`config.mk`:
```
export PLATFORM = sky130hd
export DESIGN_NAME = dust_sensor_frame_parser_core
export DESIGN_NICKNAME = d
export VERILOG_FILES = /design/src/rtl/dsfp_pkg.sv /design/src/rtl/dsfp_frame_fsm.sv /design/src/rtl/dsfp_out_reg.sv /design/src/rtl/dust_sensor_frame_parser_core.sv
export SDC_FILE = /design/constraint.sdc
export NUM_CORES = 1
export LEC_CHECK = 0
export BUFFER_PORTS_ARGS = -buffer_cell sky130_fd_sc_hd__clkbuf_2
export CORE_ASPECT_RATIO = 1.75
export CORE_MARGIN = 8
export CORE_UTILIZATION = 56
export DETAILED_ROUTE_END_ITERATION = 6
export PLACE_DENSITY = 0.77
export RECOVER_POWER = 100
export SYNTH_ARGS = -nofsm -noshare
export SYNTH_HDL_FRONTEND = slang
export SYNTH_SLANG_ARGS = --single-unit
export TNS_END_PERCENT = 10
```
`constraint.sdc`:
```
create_clock -name clk -period 5.8 [get_ports clk]
set_input_delay 0.29 -clock clk [delete_from_list [all_inputs] [get_ports clk]]
set_output_delay 0.29 -clock clk [all_outputs]
set_load 0.02 [all_outputs]
```
`src/rtl/dsfp_pkg.sv`:
```
// Shared types and constants for the dust sensor frame parser.
package dsfp_pkg;

  localparam int unsigned BYTE_W  = 8;
  localparam int unsigned POS_W   = 4;
  localparam int unsigned VALUE_W = 15;

  // Frame byte positions
  localparam logic [POS_W-1:0] POS_START = 4'd0;
  localparam logic [POS_W-1:0] POS_ID    = 4'd1;
  localparam logic [POS_W-1:0] POS_HIGH  = 4'd3;
  localparam logic [POS_W-1:0] POS_LOW   = 4'd4;
  localparam logic [POS_W-1:0] POS_CSUM  = 4'd8;

  localparam logic [BYTE_W-1:0] FRAME_START = 8'hFF;
  localparam logic [BYTE_W-1:0] FRAME_ID    = 8'h18;
  localparam logic [6:0]        HIGH_WEIGHT = 7'd100;

  typedef struct packed {
    logic               vld;
    logic [VALUE_W-1:0] value;
  } dsfp_result_t;

endpackage

```
`src/rtl/dsfp_frame_fsm.sv`:
```
// Frame position tracking, checksum accumulation and reading computation.
module dsfp_frame_fsm (
  input  logic                         clk,
  input  logic                         rst_n,
  input  logic                         step,
  input  logic [dsfp_pkg::BYTE_W-1:0]  rx_byte,
  output dsfp_pkg::dsfp_result_t       res
);
  import dsfp_pkg::*;

  logic [POS_W-1:0]  pos_r,  pos_nxt;
  logic [BYTE_W-1:0] sum_r,  sum_nxt;
  logic [BYTE_W-1:0] high_r, high_nxt;
  logic [BYTE_W-1:0] low_r,  low_nxt;
  logic [VALUE_W-1:0] value;
  logic               csum_ok;

  // reading = high * 100 + low, max 25755
  assign value   = VALUE_W'(high_r) * VALUE_W'(HIGH_WEIGHT) + VALUE_W'(low_r);
  assign csum_ok = (BYTE_W'(rx_byte + sum_r) == '0);

  always_comb begin
    pos_nxt  = pos_r;
    sum_nxt  = sum_r;
    high_nxt = high_r;
    low_nxt  = low_r;
    res.vld   = 1'b0;
    res.value = value;
    if (step) begin
      priority if (pos_r == POS_START) begin
        if (rx_byte == FRAME_START) begin
          pos_nxt = POS_ID;
        end else begin
          pos_nxt  = POS_START;
          sum_nxt  = '0;
          high_nxt = '0;
          low_nxt  = '0;
        end
      end else if (pos_r == POS_ID) begin
        if (rx_byte == FRAME_ID) begin
          sum_nxt = rx_byte;
          pos_nxt = POS_ID + POS_W'(1);
        end else begin
          pos_nxt  = POS_START;
          sum_nxt  = '0;
          high_nxt = '0;
          low_nxt  = '0;
        end
      end else if (pos_r < POS_CSUM) begin
        sum_nxt = sum_r + rx_byte;
        if (pos_r == POS_HIGH) high_nxt = rx_byte;
        if (pos_r == POS_LOW)  low_nxt  = rx_byte;
        pos_nxt = pos_r + POS_W'(1);
      end else begin
        // checksum byte, or an out-of-range position: back to start
        res.vld  = (pos_r == POS_CSUM) && csum_ok;
        pos_nxt  = POS_START;
        sum_nxt  = '0;
        high_nxt = '0;
        low_nxt  = '0;
      end
    end
  end

  always_ff @(posedge clk) begin
    if (!rst_n) begin
      pos_r  <= POS_START;
      sum_r  <= '0;
      high_r <= '0;
      low_r  <= '0;
    end else begin
      pos_r  <= pos_nxt;
      sum_r  <= sum_nxt;
      high_r <= high_nxt;
      low_r  <= low_nxt;
    end
  end

  a_pos_range: assert property (@(posedge clk) disable iff (!rst_n)
    pos_r <= POS_CSUM)
    else $error("frame position out of range");

  a_res_at_csum: assert property (@(posedge clk) disable iff (!rst_n)
    res.vld |-> (step && pos_r == POS_CSUM))
    else $error("result outside checksum byte");

  a_wrap: assert property (@(posedge clk) disable iff (!rst_n)
    (step && pos_r == POS_CSUM) |=> pos_r == POS_START)
    else $error("position did not wrap after checksum");

  a_sum_clear: assert property (@(posedge clk) disable iff (!rst_n)
    pos_r == POS_ID |-> sum_r == '0)
    else $error("checksum not cleared at frame start");

endmodule

```
`src/rtl/dsfp_out_reg.sv`:
```
// Result register that holds a reading until the downstream side takes it.
module dsfp_out_reg (
  input  logic                            clk,
  input  logic                            rst_n,
  input  dsfp_pkg::dsfp_result_t          res,
  output logic                            adv,
  output logic                            out_tvalid,
  input  logic                            out_tready,
  output logic [dsfp_pkg::VALUE_W-1:0]    out_value
);
  import dsfp_pkg::*;

  logic               vld_r;
  logic [VALUE_W-1:0] value_r;

  // slot free or being drained this cycle
  assign adv        = !vld_r || out_tready;
  assign out_tvalid = vld_r;
  assign out_value  = value_r;

  always_ff @(posedge clk) begin
    if (!rst_n) begin
      vld_r <= 1'b0;
    end else if (adv) begin
      vld_r <= res.vld;
    end
  end

  always_ff @(posedge clk) begin
    if (adv && res.vld) begin
      value_r <= res.value;
    end
  end

endmodule

```
`src/rtl/dust_sensor_frame_parser_core.sv`:
```
// Top level: dust sensor frame parser, byte stream in, reading stream out.
// Path: a byte passes the input register, then the result register.
// Throughput: one byte per cycle unless the reading side stalls; the result register
//   lets the next byte enter while a reading waits; the parse step runs when it frees.
// Reset: rst_n synchronous active low; clears position, checksum, readings and
//   both valid flags. No clearing pass; in_tready is high once reset is released.
module dust_sensor_frame_parser_core (
  input  logic        clk,
  input  logic        rst_n,
  // input byte stream
  input  logic        in_tvalid,
  output logic        in_tready,
  input  logic [7:0]  in_tdata,   // [7:0] rx_byte
  // reading stream
  output logic        out_tvalid,
  input  logic        out_tready,
  output logic [15:0] out_tdata   // [14:0] pm25_value, [15] zero
);
  import dsfp_pkg::*;

  logic               in_vld_r;
  logic [BYTE_W-1:0]  in_byte_r;
  logic               adv;
  logic               step;
  dsfp_result_t       res;
  logic [VALUE_W-1:0] out_value;

  // Parse step runs when a byte is staged and the result slot can take
  // whatever it produces.
  assign step      = in_vld_r && adv;
  assign in_tready = !in_vld_r || adv;

  always_ff @(posedge clk) begin
    if (!rst_n) begin
      in_vld_r <= 1'b0;
    end else if (in_tready) begin
      in_vld_r <= in_tvalid;
    end
  end

  always_ff @(posedge clk) begin
    if (in_tready && in_tvalid) begin
      in_byte_r <= in_tdata;
    end
  end

  dsfp_frame_fsm u_fsm (
    .clk     (clk),
    .rst_n   (rst_n),
    .step    (step),
    .rx_byte (in_byte_r),
    .res     (res)
  );

  dsfp_out_reg u_out (
    .clk        (clk),
    .rst_n      (rst_n),
    .res        (res),
    .adv        (adv),
    .out_tvalid (out_tvalid),
    .out_tready (out_tready),
    .out_value  (out_value)
  );

  // pad to a whole number of bytes
  assign out_tdata = {1'b0, out_value};

endmodule

```
# Word level (Yosys, flattened, before mapping)
# Index checks and enable logic that the tools add are counted.
dict set report classes {
  n_lt_le_gt_ge 1
  addsub 3
  muxes 23
  n_reduce_logical 13
  n_mul 1
  eq_ne 10
}
# cell count
set op_table {}
lappend op_table {{8-bit 2-to-1 mux} 14}
lappend op_table {{15-bit by 8-bit adder with 15-bit output} 1}
lappend op_table {{8-bit by 5-bit multiplier with 13-bit output, second input constant} 1}
lappend op_table {{4-bit 2-to-1 mux} 3}
lappend op_table {{8-bit adder} 1}
lappend op_table {{8-bit by 5-bit == test with 1-bit output, second input constant} 1}
lappend op_table {{8-bit == test, second input constant} 1}
lappend op_table {{8-bit logical NOT} 1}
lappend op_table {{4-bit by 2-bit != test with 1-bit output, second input constant} 2}
lappend op_table {{4-bit AND reduction} 2}
lappend op_table {{1-bit 2-to-1 mux} 5}
lappend op_table {{4-bit by 1-bit adder with 4-bit output, second input constant} 1}
lappend op_table {{4-bit by 1-bit == test with 1-bit output, second input constant} 1}
lappend op_table {{4-bit by 2-bit == test with 1-bit output, second input constant} 1}
lappend op_table {{4-bit by 3-bit == test with 1-bit output, second input constant} 1}
lappend op_table {{4-bit == test, second input constant} 1}
lappend op_table {{1-bit logical AND} 4}
lappend op_table {{4-bit logical NOT} 1}
lappend op_table {{4-bit < comparator, second input constant} 1}
lappend op_table {{3-bit by 2-bit != test with 1-bit output, second input constant} 1}
lappend op_table {{1-bit logical NOT} 2}
lappend op_table {{1-bit logical OR} 2}
lappend op_table {{2-bit 2-to-1 mux} 1}
lappend op_table {{2-bit != test, second input constant} 1}
lappend op_table {{2-bit AND reduction} 1}
dict set report word_totals {
  out_inout_bits 18
  inputBits 12
  ff_bits 53
  wordCells 59
}

# Depth between registers and ports, before layout
dict set report depth {
  depth_word 8
  ltp_mapped 12
  ltp_nobuf 12
}

# Cells and area by module
# Synthesis repeated with hierarchy kept, for this count alone.
dict set report hier_totals {
  cells_unflattened 346
  area_unflattened_um2 3585.9
}
# mod seq_area_each_um2 instances cells_each area_per_inst_um2
set modules_own_cells {}
lappend modules_own_cells {dsfp_frame_fsm 560.5 1 310 2761.4}
lappend modules_own_cells {dsfp_out_reg 470.5 1 20 508.0}
lappend modules_own_cells {dust_sensor_frame_parser_core 260.2 1 16 316.6}

# Least setup slack after synthesis
# OpenSTA, ideal clock, no wires.
dict set report synth_timing {
  kind {register to register}
  from {register in_byte_r[0]}
  to {register u_out.value_r[0] (netlist: u_out.out_value[0]), enable pin}
  stages_incl_launch_ff 8
  period_less_slack_ps 3275
  path_buffers 0
  t_required_ps 5401
  setup_ps 399
  setup_slack_ps 2525
  t_arrival_ps 2876
  path_cell_list {edfxtp_1 ha_1 fa_1 nor2_1 nand2_1 or4_1 nor3_1 nor4b_2}
}
dict set report synth_via {
  elab_chain_cells 8
}
# item line
set synth_rtl {}
lappend synth_rtl {{from (decl)} dust_sensor_frame_parser_core.sv:22} ;# logic [BYTE_W-1:0] in_byte_r;
lappend synth_rtl {{from (signal assigned)} dust_sensor_frame_parser_core.sv:43} ;# in_byte_r <= in_tdata;
lappend synth_rtl {{8-bit adder} dsfp_frame_fsm.sv:20} ;# assign csum_ok = (BYTE_W'(rx_byte + sum_r) == '0);
lappend synth_rtl {{8-bit logical NOT} dsfp_frame_fsm.sv:20}
lappend synth_rtl {{1-bit logical AND} dsfp_frame_fsm.sv:56} ;# res.vld = (pos_r == POS_CSUM) && csum_ok;
lappend synth_rtl {{1-bit 2-to-1 mux} dsfp_frame_fsm.sv:49} ;# end else if (pos_r < POS_CSUM) begin
lappend synth_rtl {{1-bit 2-to-1 mux} dsfp_frame_fsm.sv:39} ;# end else if (pos_r == POS_ID) begin
lappend synth_rtl {{1-bit 2-to-1 mux} dsfp_frame_fsm.sv:30} ;# priority if (pos_r == POS_START) begin
lappend synth_rtl {{1-bit 2-to-1 mux} dsfp_frame_fsm.sv:29} ;# if (step) begin
lappend synth_rtl {{1-bit logical AND} dsfp_out_reg.sv:30} ;# if (adv && res.vld) begin
lappend synth_rtl {{to (signal assigned)} dsfp_out_reg.sv:31} ;# value_r <= res.value;
lappend synth_rtl {{to (decl)} dsfp_out_reg.sv:14} ;# logic [VALUE_W-1:0] value_r;
# No other way between the ends.
# A chain may end at the register's enable or synchronous reset.

# Final worst setup path
dict set report layout_timing {
  from {register in_byte_r[0]}
  to {register u_out.value_r[1] (netlist: u_out.out_value[1]), enable pin}
}
# Same word-level chain as after synthesis.

==> reports/results.txt <==
Status - complete, but fails checks
Violated checks - max-capacitance violations, max-slew violations
Clk sinks - 53
Worst path slowest cell - nor4b_2
# fillers - 504
CTS root buffer - clkbuf_8
Die height - 119 µm
Final Hold Vio Count - 0
Die ar. - 0.00896 mm²
Hold Crit Class - input pin to flop
Fmax - 0.262 GHz
Post-route cell area - 0.00363 mm²
CTS max path bufs - 2
Pre-CTS setup slack - 2.44 ns
Post-CTS setup buffer count - 0
Largest net degree at the start of global routing - 31
Final Cycle Share - 65.9%
DRT antenna net count - 0
Post-synthesis cell type count - 47
Global-route wire length before repair - 11300 µm
Fin util - 61.8%
Synth Cell Area - 0.00342 mm²
Slew Limit Fails - 42
CTS Buf Count - 5
Syn Nets - 393
Power Total - 0.676 mW
Largest area contributor in the netlist - edfxtp_1
Gr usage total - 15.9%
CTS tree - built
Sequential cell area fraction in the yosys report - 37.8%
Setup_tns - 0 ns
Vias per inst - 5.57
Wirelength per Cell - 14.8 µm
Rel. slew slack - -15.5%
Fin crit period - 3.82 ns
Hold Slack - 0.157 ns
Io pins - 30
Number of enable flip-flop cells after synthesis - 23
Post-synth ARST share - 0%
Share of layout cells above drive strength 1 - 6.39%
CP Launch Type - flop
Detailed Route Iter0 Violations - 91
Synth warn - 0
Share of the synthesized area in the top cell type - 20.2%
DPL Wire Length - 5250 µm
Initial Util - 58.1%
Area taken by multi-input logic gates - 0.00199 mm²
Routability cong. - 0.932
Nets - 421
Post-Layout Cell Count - 438
Placed inst area - 0.00363 mm²
Initial antenna violation count - 0
Top post-synthesis cells by area - edfxtp_1 20%, dfxtp_1 18%, ha_1 16%
Area grow syn2layout - 6.30%
Seq cells post-synth - 53
CTS H-tree depth - 2
Buffers on Ports - 28
Vias after detailed routing - 2439
Most common cell in the netlist - ha_1
Met1 GRT Util - 15.1%
# hold bufs at CTS - 0
Leak pwr - 1.51 nW
Overflow after GRT - 0
Peak fanout along the critical path - 16
Dpl cells - 430
Drt pass-1 iters - 4
Synth cell count leaders - 45 x ha_1, 30 x dfxtp_1, 25 x nor2b_1
Crit Path Class - flop to flop
Post-cts sizing count - 0
CORE AREA - 0.00588 mm²
Syn Area/Cell - 10.3 µm²
Sequential Area - 0.00129 mm²
Arrival time at the worst endpoint - 3.73 ns
Max Cap Viol - 3
Worst setup EP type - flop
CP cell instances - ha_1 -> fa_1 -> nor2_1 -> nand2_1 -> or4_1 -> nor3_1 -> nor4b_2
Die X - 75.1 µm
GRT met3 Usage - 2.02%
Synth Flop Type - dfxtp_1
ANT cells - 0
Remaining DRCs - 0
RSZ-0062 raised after global routing - false
Syn Inst Count - 331
Pwr/cell area - 186 mW/mm²
WP data required - 5.71 ns
GRT Max-Usage Layer - met2
Fin Clk Skew - 0.00912 ns
DRT Wirelength - 6480 µm
Number of global-route vias before repair - 2589
Met2 Use GR - 31.0%
Latest clock arrival within the worst-skew pair - 0.30 ns
Least-Margin Pin Slew - 1.73 ns
Worst vdd rail ir drop - 169 µV
Rows - 37
Largest stage delay, worst path - 1.36 ns
Setup WS post-layout - 1.98 ns
Final Setup Violations - 0
Clk slew on worst S/H paths - 0.09 ns
-- power by group --
part	total (mW)	switching [mW]	internal, mW	leakage [nW]
sequential	0.406	0.00963	0.396	0.436
combinational	0.0671	0.0382	0.0289	1.03
clock	0.203	0.120	0.0838	0.0455
-- placed cells by master (no fill, tap or decap), drive strengths merged, types with 3 or more instances in the layout --
master and instances:
a22oi 4, dfxtp 30, mux2i 16, nor2 22
nand2b 6, nor3 5, o21a 3, a21boi 3
o21ai 16, xnor2 19, nand2 15, nand4 4
edfxtp 23, fa 5, inv 14, clkinv 3
clkbuf 33, and2 16, xor2 5, nor2b 26
a21oi 17, a211oi 4, a21o 5, ha 45
-- critical path, delay by kind of cell (launching register included) --
| family | cells | cell delay, ns |
|---|---|---|
| fa+ha+maj | 2 | 0.75 |
| flops | 1 | 0.46 |
| simple gates | 5 | 2.22 |
-- registers in the layout, indices dropped and copies added (netlist names) --
signal            cells
u_out.out_tvalid      1
u_fsm.pos_r           4
u_fsm.high_r          8
u_fsm.sum_r           8
in_vld_r              1
in_byte_r             8
u_out.out_value      15
u_fsm.low_r           8
-- cell families after synthesis --
logic type	share of synthesized area [%]
AO/OA/AOI/OAI	12.2
XOR/XNOR	6.15
adder cells (fa/ha/maj)	19.4
buffers and inverters	2.56
flip-flops	37.8
multiplexers	4.69
other	0.110
AND/OR/NAND/NOR	17.1
-- cell type report --
cell class	instances	share of cell area, %
Sequential cell	53	35.5
Timing Repair Buffer	28	3.27
Tap cell	78	2.69
Multi-Input combinational cell	257	54.7
Inverter	14	1.45
Clock buffer	5	1.89
Clock inverter	3	0.482
-- final timing paths --
check	from	to	slack, ns	depth (start not counted)
max	in_byte_r[0]	u_out.out_value[1]	1.98	7
min	in_tdata[0]	in_byte_r[0]	0.16	1
max reg2reg	in_byte_r[0]	u_out.out_value[1]	1.98	7
min reg2reg	u_fsm.low_r[1]	u_out.out_value[1]	0.44	0
-- per-layer routing --
layer | up-vias | share of wire, %
met5 | - | 0
met4 | 0 | 2.9
met3 | 14 | 3.6
met2 | 48 | 58
met1 | 1156 | 36
li1 | 1221 | -
No activity file was read; power rests on OpenSTA's default activity.
